$ cat src/rtl/iaw_pkg.sv
package iaw_pkg;

  // Build-time limits
  localparam int unsigned MAX_DIM      = 1024;
  localparam int unsigned MAX_CHANNELS = 1024;
  localparam int unsigned ROW_DILATION = 1;
  localparam int unsigned COL_DILATION = 1;

  // Field widths
  localparam int unsigned DIM_W     = 11;
  localparam int unsigned CH_W      = 11;
  localparam int unsigned K_W       = 4;
  localparam int unsigned CFG_W     = 11;
  localparam int unsigned CFG_IDX_W = 3;
  localparam int unsigned ADDR_W    = 30;

  localparam int unsigned K_MAX      = 15;
  localparam int unsigned PAD_MAX    = 15;
  localparam int unsigned STRIDE_MAX = 15;
  localparam int unsigned FIELD_MAX  = 2047;

  localparam int unsigned DIM_LIMIT = (MAX_DIM < FIELD_MAX) ? MAX_DIM : FIELD_MAX;
  localparam int unsigned CH_LIMIT  = (MAX_CHANNELS < FIELD_MAX) ? MAX_CHANNELS : FIELD_MAX;

  localparam int unsigned PADDED_MAX = DIM_LIMIT + 2 * PAD_MAX;
  localparam int unsigned OUT_W      = $clog2(PADDED_MAX + 1);
  localparam int unsigned DIL_MAX    = (ROW_DILATION > COL_DILATION) ? ROW_DILATION : COL_DILATION;
  localparam int unsigned EXT_MAX    = DIL_MAX * (K_MAX - 1) + 1;
  localparam int unsigned EXT_W      = $clog2(EXT_MAX + 1);
  localparam int unsigned SZ_W       = (OUT_W > EXT_W) ? OUT_W : EXT_W;
  localparam int unsigned POS_MAX    = (PADDED_MAX - 1) * STRIDE_MAX + K_MAX * DIL_MAX;
  localparam int unsigned POS_W      = $clog2(POS_MAX + 1);
  localparam int unsigned HW_W       = 2 * DIM_W;
  localparam int unsigned DIV_CNT_W  = $clog2(OUT_W);

  typedef enum logic [CFG_IDX_W-1:0] {
    CFG_IMAGE_HEIGHT  = 3'd0,
    CFG_IMAGE_WIDTH   = 3'd1,
    CFG_KERNEL_HEIGHT = 3'd2,
    CFG_KERNEL_WIDTH  = 3'd3,
    CFG_PAD_ROWS      = 3'd4,
    CFG_PAD_COLS      = 3'd5,
    CFG_STRIDE_ROWS   = 3'd6,
    CFG_STRIDE_COLS   = 3'd7
  } cfg_reg_e;

  typedef enum logic {
    REQ_START = 1'b0,
    REQ_NEXT  = 1'b1
  } req_e;

  typedef enum logic [1:0] {
    ST_IDLE,
    ST_DIV,
    ST_ADDR
  } iaw_state_e;

  typedef struct packed {
    logic            req_type;
    logic [CH_W-1:0] channel_count;
  } iaw_in_t;

  typedef struct packed {
    logic [ADDR_W-1:0] src_addr;
    logic              is_pad;
    logic              last;
  } iaw_out_t;

  typedef struct packed {
    logic start;
    logic div_step;
    logic calc;
    logic advance;
  } iaw_cmd_t;

  typedef struct packed {
    logic div_last;
    logic walk_active;
  } iaw_status_t;

endpackage

$ cat src/rtl/im2col_address_walk_unit.sv
// Start transfer: accepted, then bit-serial output-size division over OUT_W quotient
//   bits runs while the input stalls; no result.
// Next transfer: the row/column stage registers load on acceptance, then the result
//   register loads (later while a stalled result holds it); the input stalls until
//   then, so a new next transfer is taken only after the previous one is done.
// Reset (async, active low): walk idle, counters cleared, configuration registers at their defaults.
module im2col_address_walk_unit (
  input  logic                          clk_i,
  input  logic                          rst_ni,
  // configuration write port
  input  logic                          cfg_we_i,
  input  logic [iaw_pkg::CFG_IDX_W-1:0] cfg_index_i,
  input  logic [iaw_pkg::CFG_W-1:0]     cfg_wdata_i,
  // request channel
  input  logic                          in_valid_i,
  output logic                          in_stall_o,
  input  iaw_pkg::iaw_in_t              in_data_i,
  // result channel
  output logic                          out_valid_o,
  input  logic                          out_stall_i,
  output iaw_pkg::iaw_out_t             out_data_o
);

  // The controller sequences start (divide) and next (row/column stage, then
  // address and counter advance). The datapath holds configuration, the walk
  // counters, the channel base and the result register. A next transfer with
  // no active walk is taken and dropped.
  iaw_pkg::iaw_cmd_t    cmd;
  iaw_pkg::iaw_status_t status;

  iaw_ctrl u_ctrl (
    .clk_i         (clk_i),
    .rst_ni        (rst_ni),
    .in_valid_i    (in_valid_i),
    .in_req_type_i (in_data_i.req_type),
    .in_stall_o    (in_stall_o),
    .out_valid_o   (out_valid_o),
    .out_stall_i   (out_stall_i),
    .status_i      (status),
    .cmd_o         (cmd)
  );

  iaw_datapath u_datapath (
    .clk_i       (clk_i),
    .rst_ni      (rst_ni),
    .cfg_we_i    (cfg_we_i),
    .cfg_index_i (cfg_index_i),
    .cfg_wdata_i (cfg_wdata_i),
    .in_data_i   (in_data_i),
    .cmd_i       (cmd),
    .status_o    (status),
    .out_data_o  (out_data_o)
  );

endmodule

$ cat src/rtl/iaw_datapath.sv
module iaw_datapath (
  input  logic                           clk_i,
  input  logic                           rst_ni,
  input  logic                           cfg_we_i,
  input  logic [iaw_pkg::CFG_IDX_W-1:0]  cfg_index_i,
  input  logic [iaw_pkg::CFG_W-1:0]      cfg_wdata_i,
  input  iaw_pkg::iaw_in_t               in_data_i,
  input  iaw_pkg::iaw_cmd_t              cmd_i,
  output iaw_pkg::iaw_status_t           status_o,
  output iaw_pkg::iaw_out_t              out_data_o
);

  localparam int unsigned DIM_W     = iaw_pkg::DIM_W;
  localparam int unsigned CH_W      = iaw_pkg::CH_W;
  localparam int unsigned K_W       = iaw_pkg::K_W;
  localparam int unsigned OUT_W     = iaw_pkg::OUT_W;
  localparam int unsigned SZ_W      = iaw_pkg::SZ_W;
  localparam int unsigned POS_W     = iaw_pkg::POS_W;
  localparam int unsigned HW_W      = iaw_pkg::HW_W;
  localparam int unsigned ADDR_W    = iaw_pkg::ADDR_W;
  localparam int unsigned DIV_CNT_W = iaw_pkg::DIV_CNT_W;

  // Configuration registers
  logic [DIM_W-1:0] img_h_q, img_w_q;
  logic [K_W-1:0]   ker_h_q, ker_w_q, pad_r_q, pad_c_q, str_r_q, str_c_q;

  always_ff @(posedge clk_i or negedge rst_ni) begin
    if (!rst_ni) begin
      img_h_q <= DIM_W'(1);
      img_w_q <= DIM_W'(1);
      ker_h_q <= K_W'(1);
      ker_w_q <= K_W'(1);
      pad_r_q <= '0;
      pad_c_q <= '0;
      str_r_q <= K_W'(1);
      str_c_q <= K_W'(1);
    end else if (cfg_we_i) begin
      unique case (iaw_pkg::cfg_reg_e'(cfg_index_i))
        iaw_pkg::CFG_IMAGE_HEIGHT:  img_h_q <= cfg_wdata_i[DIM_W-1:0];
        iaw_pkg::CFG_IMAGE_WIDTH:   img_w_q <= cfg_wdata_i[DIM_W-1:0];
        iaw_pkg::CFG_KERNEL_HEIGHT: ker_h_q <= cfg_wdata_i[K_W-1:0];
        iaw_pkg::CFG_KERNEL_WIDTH:  ker_w_q <= cfg_wdata_i[K_W-1:0];
        iaw_pkg::CFG_PAD_ROWS:      pad_r_q <= cfg_wdata_i[K_W-1:0];
        iaw_pkg::CFG_PAD_COLS:      pad_c_q <= cfg_wdata_i[K_W-1:0];
        iaw_pkg::CFG_STRIDE_ROWS:   str_r_q <= cfg_wdata_i[K_W-1:0];
        iaw_pkg::CFG_STRIDE_COLS:   str_c_q <= cfg_wdata_i[K_W-1:0];
        default: ;
      endcase
    end
  end

  // Effective dimensions and strides; index 0 is rows, 1 is columns
  logic [1:0][DIM_W-1:0] dim;
  logic [1:0][K_W-1:0]   ker, pad, str;

  always_comb begin
    dim[0] = (img_h_q > DIM_W'(iaw_pkg::DIM_LIMIT)) ? DIM_W'(iaw_pkg::DIM_LIMIT) : img_h_q;
    dim[1] = (img_w_q > DIM_W'(iaw_pkg::DIM_LIMIT)) ? DIM_W'(iaw_pkg::DIM_LIMIT) : img_w_q;
    ker[0] = ker_h_q;
    ker[1] = ker_w_q;
    pad[0] = pad_r_q;
    pad[1] = pad_c_q;
    str[0] = (str_r_q == '0) ? K_W'(1) : str_r_q;
    str[1] = (str_c_q == '0) ? K_W'(1) : str_c_q;
  end

  // Output size setup: span = padded - extent, then span / stride bit by bit
  logic [1:0][SZ_W-1:0]  padded, extent;
  logic [1:0]            empty;
  logic [1:0][OUT_W-1:0] span;

  logic [1:0][OUT_W-1:0] quo_q, quo_nx, size_nx;
  logic [1:0][K_W-1:0]   rem_q, rem_nx;
  logic [1:0]            empty_q;
  logic [DIV_CNT_W-1:0]  div_cnt_q;

  always_comb begin
    logic [K_W:0] rem_sh;
    logic         ge;
    for (int d = 0; d < 2; d++) begin
      padded[d] = SZ_W'(dim[d]) + SZ_W'({pad[d], 1'b0});
      extent[d] = SZ_W'(((d == 0) ? iaw_pkg::ROW_DILATION : iaw_pkg::COL_DILATION)
                        * (int'(ker[d]) - 1) + 1);
      empty[d]  = (ker[d] == '0) || (extent[d] > padded[d]);
      span[d]   = OUT_W'(padded[d] - extent[d]);

      rem_sh     = {rem_q[d], quo_q[d][OUT_W-1]};
      ge         = rem_sh >= {1'b0, str[d]};
      rem_nx[d]  = ge ? K_W'(rem_sh - {1'b0, str[d]}) : rem_sh[K_W-1:0];
      quo_nx[d]  = {quo_q[d][OUT_W-2:0], ge};
      size_nx[d] = empty_q[d] ? '0 : quo_nx[d] + OUT_W'(1);
    end
  end

  // Walk state
  logic              walk_active_q;
  logic [CH_W-1:0]   chan_tot_q, chan_q;
  logic [OUT_W-1:0]  out_rows_q, out_cols_q, orow_q, ocol_q;
  logic [K_W-1:0]    krow_q, kcol_q;
  logic [ADDR_W-1:0] chan_base_q;

  // Row/column stage registers
  logic [DIM_W-1:0] row_q, col_q;
  logic             inside_q;
  logic [HW_W-1:0]  hw_q;

  logic [POS_W-1:0] pos_r, pos_c;
  logic             in_r, in_c;

  assign pos_r = POS_W'(orow_q) * POS_W'(str[0]) + POS_W'(krow_q) * POS_W'(iaw_pkg::ROW_DILATION);
  assign pos_c = POS_W'(ocol_q) * POS_W'(str[1]) + POS_W'(kcol_q) * POS_W'(iaw_pkg::COL_DILATION);
  assign in_r  = (pos_r >= POS_W'(pad[0])) && ((pos_r - POS_W'(pad[0])) < POS_W'(dim[0]));
  assign in_c  = (pos_c >= POS_W'(pad[1])) && ((pos_c - POS_W'(pad[1])) < POS_W'(dim[1]));

  always_ff @(posedge clk_i) begin
    if (cmd_i.calc) begin
      row_q    <= DIM_W'(pos_r - POS_W'(pad[0]));
      col_q    <= DIM_W'(pos_c - POS_W'(pad[1]));
      inside_q <= in_r && in_c;
      hw_q     <= HW_W'(dim[0]) * HW_W'(dim[1]);
    end
  end

  // Address and wrap flags for the advance cycle
  logic [ADDR_W-1:0] addr;
  logic              wrap_oc, wrap_or, wrap_kc, wrap_kr, wrap_ch;

  assign addr = inside_q ? chan_base_q + ADDR_W'(HW_W'(row_q) * HW_W'(dim[1])) + ADDR_W'(col_q)
                         : '0;
  assign wrap_oc = ({1'b0, ocol_q} + 1'b1) >= {1'b0, out_cols_q};
  assign wrap_or = ({1'b0, orow_q} + 1'b1) >= {1'b0, out_rows_q};
  assign wrap_kc = ({1'b0, kcol_q} + 1'b1) >= {1'b0, ker[1]};
  assign wrap_kr = ({1'b0, krow_q} + 1'b1) >= {1'b0, ker[0]};
  assign wrap_ch = ({1'b0, chan_q} + 1'b1) >= {1'b0, chan_tot_q};

  always_ff @(posedge clk_i or negedge rst_ni) begin
    if (!rst_ni) begin
      walk_active_q <= 1'b0;
      chan_tot_q    <= '0;
      out_rows_q    <= '0;
      out_cols_q    <= '0;
      chan_q        <= '0;
      krow_q        <= '0;
      kcol_q        <= '0;
      orow_q        <= '0;
      ocol_q        <= '0;
      chan_base_q   <= '0;
      quo_q         <= '0;
      rem_q         <= '0;
      empty_q       <= '0;
      div_cnt_q     <= '0;
    end else if (cmd_i.start) begin
      chan_tot_q    <= (in_data_i.channel_count > CH_W'(iaw_pkg::CH_LIMIT)) ?
                       CH_W'(iaw_pkg::CH_LIMIT) : in_data_i.channel_count;
      walk_active_q <= 1'b0;
      chan_q        <= '0;
      krow_q        <= '0;
      kcol_q        <= '0;
      orow_q        <= '0;
      ocol_q        <= '0;
      chan_base_q   <= '0;
      quo_q         <= span;
      rem_q         <= '0;
      empty_q       <= empty;
      div_cnt_q     <= DIV_CNT_W'(OUT_W - 1);
    end else if (cmd_i.div_step) begin
      quo_q     <= quo_nx;
      rem_q     <= rem_nx;
      div_cnt_q <= div_cnt_q - 1'b1;
      if (div_cnt_q == '0) begin
        out_rows_q    <= size_nx[0];
        out_cols_q    <= size_nx[1];
        walk_active_q <= (chan_tot_q != '0) && !empty_q[0] && !empty_q[1];
      end
    end else if (cmd_i.advance) begin
      // Advance the nest: output column fastest, channel slowest
      if (!wrap_oc) begin
        ocol_q <= ocol_q + 1'b1;
      end else begin
        ocol_q <= '0;
        if (!wrap_or) begin
          orow_q <= orow_q + 1'b1;
        end else begin
          orow_q <= '0;
          if (!wrap_kc) begin
            kcol_q <= kcol_q + 1'b1;
          end else begin
            kcol_q <= '0;
            if (!wrap_kr) begin
              krow_q <= krow_q + 1'b1;
            end else begin
              krow_q <= '0;
              if (!wrap_ch) begin
                chan_q      <= chan_q + 1'b1;
                chan_base_q <= chan_base_q + ADDR_W'(hw_q);
              end else begin
                chan_q        <= '0;
                chan_base_q   <= '0;
                walk_active_q <= 1'b0;
              end
            end
          end
        end
      end
    end
  end

  // Result register
  iaw_pkg::iaw_out_t out_q;

  always_ff @(posedge clk_i) begin
    if (cmd_i.advance) begin
      out_q.src_addr <= addr;
      out_q.is_pad   <= !inside_q;
      out_q.last     <= wrap_oc && wrap_or && wrap_kc && wrap_kr && wrap_ch;
    end
  end

  assign out_data_o           = out_q;
  assign status_o.div_last    = (div_cnt_q == '0);
  assign status_o.walk_active = walk_active_q;

endmodule

$ cat src/rtl/iaw_ctrl.sv
module iaw_ctrl (
  input  logic                 clk_i,
  input  logic                 rst_ni,
  input  logic                 in_valid_i,
  input  logic                 in_req_type_i,
  output logic                 in_stall_o,
  output logic                 out_valid_o,
  input  logic                 out_stall_i,
  input  iaw_pkg::iaw_status_t status_i,
  output iaw_pkg::iaw_cmd_t    cmd_o
);

  iaw_pkg::iaw_state_e state_q, state_d;
  logic                out_valid_q, out_valid_d;

  always_ff @(posedge clk_i or negedge rst_ni) begin
    if (!rst_ni) begin
      state_q     <= iaw_pkg::ST_IDLE;
      out_valid_q <= 1'b0;
    end else begin
      state_q     <= state_d;
      out_valid_q <= out_valid_d;
    end
  end

  always_comb begin
    state_d     = state_q;
    cmd_o       = '0;
    out_valid_d = out_valid_q && out_stall_i;
    unique case (state_q)
      iaw_pkg::ST_IDLE: begin
        if (in_valid_i) begin
          if (in_req_type_i == iaw_pkg::REQ_START) begin
            cmd_o.start = 1'b1;
            state_d     = iaw_pkg::ST_DIV;
          end else if (status_i.walk_active) begin
            cmd_o.calc = 1'b1;
            state_d    = iaw_pkg::ST_ADDR;
          end
        end
      end
      iaw_pkg::ST_DIV: begin
        cmd_o.div_step = 1'b1;
        if (status_i.div_last) begin
          state_d = iaw_pkg::ST_IDLE;
        end
      end
      iaw_pkg::ST_ADDR: begin
        // hold until the result register is free or drains this cycle
        if (!out_valid_q || !out_stall_i) begin
          cmd_o.advance = 1'b1;
          out_valid_d   = 1'b1;
          state_d       = iaw_pkg::ST_IDLE;
        end
      end
      default: state_d = iaw_pkg::ST_IDLE;
    endcase
  end

  assign in_stall_o  = (state_q != iaw_pkg::ST_IDLE);
  assign out_valid_o = out_valid_q;

endmodule

$ cat config.mk
export PLATFORM = sky130hd
export DESIGN_NAME = im2col_address_walk_unit
export DESIGN_NICKNAME = d
export VERILOG_FILES = /design/src/rtl/iaw_pkg.sv /design/src/rtl/im2col_address_walk_unit.sv /design/src/rtl/iaw_datapath.sv /design/src/rtl/iaw_ctrl.sv
export SDC_FILE = /design/constraint.sdc
export NUM_CORES = 1
export LEC_CHECK = 0
export BUFFER_PORTS_ARGS = -buffer_cell sky130_fd_sc_hd__buf_2
export CAP_MARGIN = 20
export CORE_AREA = 10 10 317 319
export CTS_BUF_LIST = sky130_fd_sc_hd__clkbuf_4 sky130_fd_sc_hd__clkbuf_8
export DETAILED_ROUTE_END_ITERATION = 10
export DIE_AREA = 0 0 327 329
export HOLD_SLACK_MARGIN = 0.1
export MAX_ROUTING_LAYER = met4
export PLACE_DENSITY = 0.54
export SLEW_MARGIN = 20
export SYNTH_ARGS = -nofsm -noshare
export SYNTH_HDL_FRONTEND = slang
export SYNTH_HIERARCHICAL = 1
export SYNTH_SLANG_ARGS = --single-unit
$ cat constraint.sdc
create_clock -name clk_i -period 10.8 [get_ports clk_i]
set_clock_uncertainty 0.05 [all_clocks]
set_input_delay 1.08 -clock clk_i [delete_from_list [all_inputs] [get_ports clk_i]]
set_output_delay 1.08 -clock clk_i [all_outputs]
set_load 0.02 [all_outputs]
==> out/results.ini, run 1 <==
[grt]
antenna_found_initial=6
grtUsageMet3_pct=2.43
use_met2_pct=22.2
grt_first_pass_wirelength_um=120000
overflow=0
grt_pass1_vias=21440
grt_usage_pct=14.2
grt_max_degree=83
grt_use_met1_pct=18.8
grt-busiest-layer=met2

[critical_path]
slowest_delay_ns=0.76
cp_data_arrival_time_ns=7.05
path_common_cell=fa_1
worstPathRequired_ns=11.14
end_kind=register
r2r_cells=21
critPathMaxFanout=30
worst_setup_path_start_kind=register
critical_path_class=register to register
cp_slowest_cell=a2111oi_0
worstPathCellList=buf_4 -> nor2b_1 -> buf_4 -> and2_1 -> ha_1 -> fa_1 -> fa_1 -> fa_1 -> inv_1 -> fa_1 -> inv_1 -> ha_1 -> a2111oi_0 -> a221oi_1 -> a21o_1 -> a21oi_1 -> o311ai_0 -> nand2_1 -> nor2_1 -> xnor2_1 -> nor2_1

[synth]
synth_top_cell_by_area=fa_1
ys.flop_type=dfrtp_1
synth_edf_count=77
syn-cell-area_sq_um=28100
avgSynthCellArea_sq_um=9.26
yosysWarnings=6
synthArstFlopShare_pct=71.2
synth_top_cell_area_share_pct=17.3
ys_top_cells_by_area=fa_1 17%, dfrtp_1 16%, ha_1 14%, edfxtp_1 8.2%, inv_1 6.0%
postSynthCellCount=3032
syn_nets=3629
ys_ff_latch=267
yosysSeqAreaShare_pct=25.2
synth.distinct_cells=86

[route]
ant_nets=0
first_pass_iters=5
via_per_inst=4.74
post_drt_wl_per_cell_um=16.9
vias=20801
drc=0
drtIter0Drc=1183
routed_wl_um=74100

[cts]
cts.sinks=267
post_cts_resized=0
clkSlewWorstSetupHoldPaths_ns=0.05
htree_levels=2
cts_tree=built
cts_root_buffer=clkbuf_8
cts_buffers=52
clk_latency_ns=0.69
clockBufferDepth=3
cts_hold_buffers=0
post-cts-setup-buffer-count=0

[sta]
relSlewSlack_pct=29.3
finalHoldViolCount=0
rsz0062_at_grt=no
maxSlewViolCount=0
fmax_mhz=149
worst_slew_pin_slew_ns=1.06
period_minus_slack_ns=6.71
fin_tns_setup_ns=0
post-route-period-util_pct=62.2
postLayoutSetupSlackWorst_ns=4.09
setup_viol_count_final=0

[pwr]
ir_worst_vdd_v=0.000207
cellLeakagePower_nw=14.8
p_comb_share_pct=67.1
clockPowerShare_pct=13.8
seqPwrFrac_pct=19.0
power_density_nw_per_um2=278
sw_frac_of_total_pct=48.0
p_int_mw=4.49
netSwitchingPower_mw=4.15

[floorplanning]
rows=113
pin_count=65
die_x_um=327
initial_utilization_pct=29.8
die_h_um=329
dieArea_sq_um=108000
core_area_sq_um=94300

[layout]
nNetsFinal=3671
nFillCells=9773
final_util_pct=33.0
final_area_sq_um=31100
fin_cells=4386
syn2layout_area_growth_pct=10.7
drive_gt1_share_pct=8.66

[placement]
io_buffers=64
hpwl_um=57700
routabilityCongestion=0.878
place_inst=4285
dp_slack_ns=4.09
dpl_cell_area_sq_um=29800

[run_status]
run_status=completed

[min_path]
min_path_type=input port to asynchronous set/reset pin

[job]
cap_violations=0

-- logic make-up after synthesis --
family	after synthesis	synth area share, %
simple gates	891	15.7
fa+ha+maj	566	31.7
buf+inv	561	7.55
compound gates	503	11.8
flops	267	25.2
xor+xnor	181	5.71
mux	63	2.43
-- power groups by stage --
stage	clock network [mW]	logic (mW)	registers, mW
final	1.19	5.80	1.65
after global routing	1.28	6.67	1.69
after CTS	1.23	5.84	1.65
after detailed placement	0	5.79	1.66
after global placement	0	5.76	1.66
after floorplan	0	4.45	1.55
-- final cells by class --
cell class | count | area (sq um) | area share (%)
clock buffer | 79 | 1030 | 3.32
timing repair buffer | 91 | 532 | 1.71
inverter | 458 | 1720 | 5.53
clock inverter | 19 | 201 | 0.648
multi-input combinational | 2204 | 18900 | 60.9
antenna | 3 | 7.51 | 0.0242
tap | 1265 | 1580 | 5.09
sequential | 267 | 7070 | 22.8
-- final timing paths --
| kind | start | end | slack, ns |
|---|---|---|---|
| max | u_datapath/img_w_q[10] | u_datapath/out_data_o[28] | 4.09 |
| min | rst_ni | u_datapath/str_r_q[2] | 0.40 |
| max reg2reg | u_datapath/img_w_q[10] | u_datapath/out_data_o[28] | 4.09 |
| min reg2reg | u_datapath/out_cols_q[10] | u_datapath/out_cols_q[10] | 0.43 |
| max in group asynchronous | rst_ni | u_datapath/quo_nx[14] | 8.93 |
| min in group clk_i | u_datapath/out_cols_q[10] | u_datapath/out_cols_q[10] | 0.43 |
-- per-layer routing --
| metal | share of wire (%) | routed length, um |
|---|---|---|
| met1 | 48 | 35300 |
| met4 | 2.8 | 2080 |
| met2 | 45 | 33200 |
| met5 | 0 | 0 |
| met3 | 4.7 | 3520 |
-- cell usage after synthesis (20+ instances only) --
cell type  instances
a211oi_1          20
a21o_1            47
a21oi_1           92
a22o_1            20
and2_1           125
clkbuf_1          87
dfrtp_1          184
edfxtp_1          77
fa_1             242
ha_1             324
inv_1            450
mux2_2            41
mux2i_1           22
nand2_1          324
nand2b_1          37
nand3_1           52
nand4_1           23
nor2_1           166
nor2b_1           47
nor3_1            21
o21ai_0          158
o31ai_1           20
xnor2_1          115
xor2_1            65
-- sequential cells by signal, summed over array words and instances (netlist names), 4 cells and up --
register and cells:
u_datapath/img_h_q 11, u_datapath/row_q 11, u_datapath/col_q 11, u_datapath/ker_w_q 4, u_datapath/div_cnt_q 4, u_datapath/ker_h_q 4
u_datapath/ocol_q 11, u_datapath/out_data_o 32, u_datapath/krow_q 4, u_datapath/img_w_q 11, u_datapath/out_rows_q 11, u_datapath/rem_q 8
u_datapath/orow_q 11, u_datapath/out_cols_q 11, u_datapath/chan_base_q 30, u_datapath/str_r_q 4, u_datapath/kcol_q 4, u_datapath/chan_q 11
u_datapath/pad_c_q 4, u_datapath/quo_nx 20, u_datapath/pad_r_q 4, u_datapath/str_c_q 4, u_datapath/hw_q 22, u_datapath/chan_tot_q 11
-- worst max-delay path: cells and delay by family, from the launching register on --
kind	cells	cell delay, ns
AO/OA/AOI/OAI	5	1.57
flip-flops	1	0.35
XOR/XNOR	1	0.13
buffers and inverters	4	0.71
AND/OR/NAND/NOR	5	1.12
adder cells (fa/ha/maj)	6	2.49
-- through the flow --
step	hold WS (ns)	power [mW]
after floorplan	0.395	5.99
after global placement	0.416	7.42
after detailed placement	0.421	7.45
after CTS	0.397	8.72
after global routing	0.422	9.64
final	0.402	8.64
-- layout by cell type (no fill, tap or decap), types with 91 or more instances in the layout --
master   instances
and2_1         125
nor2_1         165
ha_1           324
fa_1           242
inv_1          450
dfrtp_1        184
a21oi_1         91
o21ai_0        158
xnor2_1        115
nand2_1        324
(Power assumes the default switching activity.)
==> inputs of run 2 (changes only) <==
Clock period 10.8 ns to 6.5 ns, I/O delays scaled along.
==> run 2 against run 1 <==
  * Final cell count rose by 1.3%
  * Count of clock-buffer cells in the layout fell by 11
  * Cell area increased by 1.2%
  * Wire length up 2.7%
  * Non-clock buffer count increased by 57
  * Global-route usage grew 0.33 points
  * Via count up 1.6%
  * Largest power group unchanged
==> out/results.ini, run 2 (synthesis gave the netlist of run 1 again) <==
[run_status]
run_status=completed

[grt]
grt_first_pass_wirelength_um=122000
grt_pass1_vias=21618
antenna_found_initial=5
overflow=0
grt_usage_pct=14.5
grtUsageMet3_pct=2.11
use_met2_pct=22.6
grt_max_degree=105
grt-busiest-layer=met2
grt_use_met1_pct=19.9

[critical_path]
worstPathCellList=clkbuf_4 -> nor2b_2 -> buf_4 -> and2_1 -> fa_1 -> inv_1 -> fa_1 -> inv_1 -> fa_1 -> fa_1 -> inv_1 -> fa_1 -> inv_1 -> ha_1 -> or4_1 -> o21ai_1 -> a311o_1 -> a21bo_2 -> a32oi_4 -> a21oi_4 -> a311oi_2 -> xnor2_1 -> nor2_1
critical_path_class=register to register
end_kind=register
cp_data_arrival_time_ns=6.54
worst_setup_path_start_kind=register
worstPathRequired_ns=6.80
critPathMaxFanout=11
slowest_delay_ns=0.53
cp_slowest_cell=fa_1
path_common_cell=fa_1

[pwr]
p_total_mw=14.7
ir_worst_vdd_v=0.000335
cellLeakagePower_nw=15.0
power_density_nw_per_um2=466

[sta]
finalHoldViolCount=0
setup_viol_count_final=0
maxSlewViolCount=0
worst_slew_pin_slew_ns=1.02
fmax_mhz=160
postLayoutSetupSlackWorst_ns=0.258
final.hold.worst_slack_ns=0.202
post-route-period-util_pct=96.0
period_minus_slack_ns=6.24
relSlewSlack_pct=31.9

[floorplanning]
die_h_um=329
pin_count=65
dieArea_sq_um=108000
rows=113
core_area_sq_um=94300
die_x_um=327
initial_utilization_pct=29.8

[layout]
final_cell_mix=450 x inv_1, 324 x nand2_1, 324 x ha_1, 242 x fa_1, 183 x dfrtp_1
largest_register_ffs=32
nNetsFinal=3728
final_util_pct=33.3
regArea_sq_um=7080
multi_input_area_sq_um=19000
final_common_cell=inv_1
nFillCells=9855
syn2layout_area_growth_pct=12.0
drive_gt1_share_pct=10.4
final_area_sq_um=31400

[placement]
dp_slack_ns=0.000124
hpwl_um=60400
routabilityCongestion=0.887
io_buffers=64
dpl_cell_area_sq_um=30200

[cts]
htree_levels=2
cts.sinks=267
clockBufferDepth=3
clk_latency_ns=0.67
cts_buffers=52
clkSlewWorstSetupHoldPaths_ns=0.07
cts_tree=built
cts_root_buffer=clkbuf_8

[route]
drtIter0Drc=1354
first_pass_iters=5
vias=21130
via_per_inst=4.76
routed_wl_um=76100
drc=0
post_drt_wl_per_cell_um=17.1
ant_nets=0

[job]
cap_violations=0

[min_path]
min_path_type=input port to register

run 2: repair_timing:
item,4_1_cts,5_1_grt
pin swaps,0,3
gates resized for setup,2,18
hold endpoints to repair,23,0
setup endpoints to repair,3,10
cloned,0,0
buffers inserted,0,3
hold buffers,1,0
run 2: path summary, 6_finish.rpt:
path                       depth (start not counted)                          to  slack, ns                startpoint
max in group asynchronous                          3  u_datapath/chan_base_q[22]       4.33                    rst_ni
min reg2reg                                        2    u_datapath/out_cols_q[6]       0.42  u_datapath/out_cols_q[6]
min in group asynchronous                          2       u_datapath/img_h_q[3]       0.58                    rst_ni
min                                                3    u_datapath/chan_tot_q[6]       0.20              in_data_i[6]
max                                               23   u_datapath/out_data_o[31]       0.26    u_datapath/img_w_q[10]
max reg2reg                                       23   u_datapath/out_data_o[31]       0.26    u_datapath/img_w_q[10]
run 2: critical path: cells and delay by family (launching register included):
family                     cells  cell delay [ns]
xor gates and xnor gates       1             0.22
DFF                            1             0.41
AOI/OAI and AO/OA              6             1.03
buffers and inverters          6             0.58
and+or+nand+nor                4             0.77
adders and majority gates      6             2.84
run 2: stage by stage:
stage	cells	setup TNS (ns)
after floorplan	3032	0
after global placement	4338	0
after detailed placement	4338	0
after CTS	4436	0
after global routing	4440	-0.0155
final	4441	0
run 2: final cells by class:
cell class | instances | share of cell area (%)
Tap cell | 1265 | 5.03
Inverter | 458 | 5.47
Multi-Input combinational cell | 2204 | 60.4
Antenna cell | 2 | 0.0159
Clock inverter | 29 | 0.605
Clock buffer | 68 | 2.84
Timing Repair Buffer | 148 | 3.11
Sequential cell | 267 | 22.5
run 2: report_power, final:
part / total (mW) / internal, mW / switching [mW]
combinational: 10.2 / 4.26 / 5.91
clock: 1.78 / 0.977 / 0.807
sequential: 2.71 / 2.28 / 0.422
total: 14.7 / 7.52 / 7.14
run 2: metal layers:
layer / wire length [um] / part of all wire, % / vias up
met5: 0 / 0 / -
li1: - / - / 10295
met4: 1700 / 2.2 / 0
met3: 3650 / 4.8 / 99
met1: 36800 / 48 / 10320
met2: 34000 / 45 / 416
==> inputs of run 3 (changes only) <==
Settings changed: CORE_AREA 10 10 317 319 to 10 10 318 320, DIE_AREA 0 0 327 329 to 0 0 328 330, SYNTH_HIERARCHICAL 1 to default.
==> run 3 against run 2 <==
  * Area after synthesis up 0.28%
  * Global-route usage increased by 0.17 points
  * Wire length is 0.76% higher
  * Via count increased by 0.95%
  * Critical path depth is 1 lower
  * Register-to-register slack better by 0.08 ns
  * Largest power group unchanged
  * Highest routed layer unchanged
==> out/results.ini, run 3 <==
[run_status]
run_status=completed

[route]
routed_wl_um=76700
via_per_inst=4.72
ant_nets=0
drc=0
first_pass_iters=5
post_drt_wl_per_cell_um=17.0
drtIter0Drc=1423
vias=21330

[floorplanning]
dieArea_sq_um=108000
pin_count=65
core_area_sq_um=94600
rows=113
die_x_um=328
initial_utilization_pct=29.8
die_h_um=330

[cts]
cts_root_buffer=clkbuf_8
cts_tree=built
clkSlewWorstSetupHoldPaths_ns=0.08
cts_buffers=53
clockBufferDepth=3
clk_latency_ns=0.71
cts.sinks=267
htree_levels=2

[synth]
synth_common_cells=467 x inv_1, 338 x nand2_1, 325 x ha_1, 242 x fa_1
ys.flop_type=dfrtp_1
synth_top_family_by_area=adder cells
avgSynthCellArea_sq_um=9.02
synth_top_cell_by_area=fa_1
synth.distinct_cells=76
yosysSeqAreaShare_pct=25.1
ys_ff_latch=267
synthMuxAreaShare_pct=1.70
syn_nets=3718
synth_compound_area_share_pct=11.5
ys_top_cells_by_area=fa_1 17%, dfrtp_1 16%, ha_1 14%, edfxtp_1 8.2%, inv_1 6.2%
synth_most_common_cell=inv_1
synth_xor_xnor_area_share_pct=5.51
syn-cell-area_sq_um=28200
postSynthCellCount=3120
synthAdderAreaFrac_pct=31.6
synthArstFlopShare_pct=71.2
synth_top_cell_area_share_pct=17.2
yosysWarnings=0
synth_simple_gate_area_share_pct=16.7
synth_edf_count=77

[placement]
io_buffers=64
hpwl_um=60800
place_inst=4416
routabilityCongestion=0.906

[pwr]
power_density_nw_per_um2=474
ir_worst_vdd_v=0.000411
p_total_mw=14.9
cellLeakagePower_nw=15.3

[grt]
grt_max_degree=123
grt_pass1_vias=21972
grt_first_pass_wirelength_um=123000
grt_usage_pct=14.7
overflow=0
antenna_found_initial=2

[sta]
fin_tns_setup_ns=0
setup_viol_count_final=0
rsz0062_at_grt=yes
post-route-period-util_pct=94.9
fmax_mhz=162
maxSlewViolCount=0
period_minus_slack_ns=6.17
finalHoldViolCount=0
worst_slew_pin_slew_ns=0.991
relSlewSlack_pct=33.7

[layout]
nNetsFinal=3810
largest_register_ffs=32
final_common_cell=inv_1
syn2layout_area_growth_pct=12.0
drive_gt1_share_pct=10.3
final_cell_mix=467 x inv_1, 338 x nand2_1, 325 x ha_1, 242 x fa_1, 182 x nor2_1
fin_cells=4521

[critical_path]
end_kind=register
regToRegEndpoint=u_datapath.hw_q[21]
rr_startpoint=u_datapath.img_w_q[10]
worstPathRequired_ns=7.02
critPathMaxFanout=15
critical_path_class=register to register
r2r_cells=22
cp_data_arrival_time_ns=6.68
crit_end=u_datapath.hw_q[21]
crit_start=u_datapath.img_w_q[10]
rrSetupSlack_ns=0.33
worst_setup_path_start_kind=register

[job]
cap_violations=0

[min_path]
min_path_type=input port to register

-- run 3: changes by cell type after synthesis, sizes merged, moves of 11 or more --
cell    delta
and2      +16
inv       +16
a22o      -20
o21ai     +21
xor2      +11
nand2     +14
mux2i     -17
clkbuf    +20
xnor2     -15
nor2      +17
o31ai     +18
nand3     +19
-- run 3: worst min-delay path by stage --
stage,from,end,slack [ns],depth (start not counted)
after floorplan,rst_ni,u_ctrl.out_valid_o,0.30,0
after global placement,u_datapath.out_rows_q[2],u_datapath.out_rows_q[2],0.41,2
after detailed placement,u_datapath.out_cols_q[3],u_datapath.out_cols_q[3],0.42,2
after CTS,cfg_wdata_i[4],u_datapath.img_h_q[4],0.11,2
after global routing,cfg_wdata_i[4],u_datapath.img_h_q[4],0.13,2
final,cfg_wdata_i[4],u_datapath.img_h_q[4],0.16,2
-- run 3: through the flow --
stage | cell area (sq um) | setup slack, ns | util (%) | hold slack (ns)
2_1_floorplan | 28200 | 0.253 | - | 0.304
3_3_place_gp | 30300 | 0.140 | 32.1 | 0.412
3_5_place_dp | 30300 | 0.0927 | 32.1 | 0.422
4_1_cts | 31400 | 0.0545 | 33.2 | 0.110
5_1_grt | 31500 | -0.0221 | 33.4 | 0.130
6_report | 31500 | 0.333 | 33.4 | 0.159
-- run 3: metal layers --
metal	global-route usage (%)	share of wire (%)	vias to the layer above	routed length, um
met2	22.5	44	385	33500
met4	3.54	2.0	0	1570
met3	2.56	4.9	97	3750
met1	20.0	49	10378	37900
met5	-	0	-	0
li1	-	-	10470	-
-- run 3: cell families (layout without fill, tap and decap cells) --
family,Yosys count,after routing
XOR/XNOR,177,177
multiplexers,43,43
adder cells (fa/ha/maj),567,567
AND/OR/NAND/NOR,966,966
other,0,1
buffers and inverters,588,723
AO/OA/AOI/OAI,512,512
flip-flops,267,267
-- run 3: worst max-delay path, stage by stage, from the launching register on --
cell and delay [ns]:
dfrtp_2 0.47, buf_4 0.22, nor2b_2 0.20, buf_4 0.24, nand2_1 0.10, fa_1 0.55, fa_1 0.45, fa_1 0.50
inv_1 0.06, fa_1 0.52, inv_1 0.06, fa_1 0.53, inv_1 0.04, ha_1 0.30, o21ai_0 0.09, nand2b_1 0.10
nand3_1 0.11, a21oi_1 0.08, o31a_1 0.33, o311ai_1 0.34, a21oi_1 0.15, or4_1 0.42, nand3_1 0.09
-- run 3: power breakdown --
part           total, mW  switching (mW)  internal [mW]
sequential          2.68           0.399           2.28
clock               1.88           0.857           1.02
combinational       10.4            6.16           4.23
total               14.9            7.41           7.52
-- run 3: area by class of cell --
| class | instances | area [sq um] |
|---|---|---|
| Fill cell | 9841 | 63000 |
| Timing Repair Buffer | 150 | 1000 |
| Sequential cell | 267 | 7080 |
| Antenna cell | 1 | 2.50 |
| Clock buffer | 70 | 895 |
| Inverter | 475 | 1780 |
| Tap cell | 1265 | 1580 |
| Multi-Input combinational cell | 2265 | 19000 |
| Clock inverter | 28 | 221 |
-- run 3: repair_timing --
item | CTS | global route
resized for setup | 0 | 17
endpoints found under the hold margin | 64 | 0
buffers inserted | 0 | 4
endpoints found under the setup margin | 0 | 13
hold buffers | 1 | 0
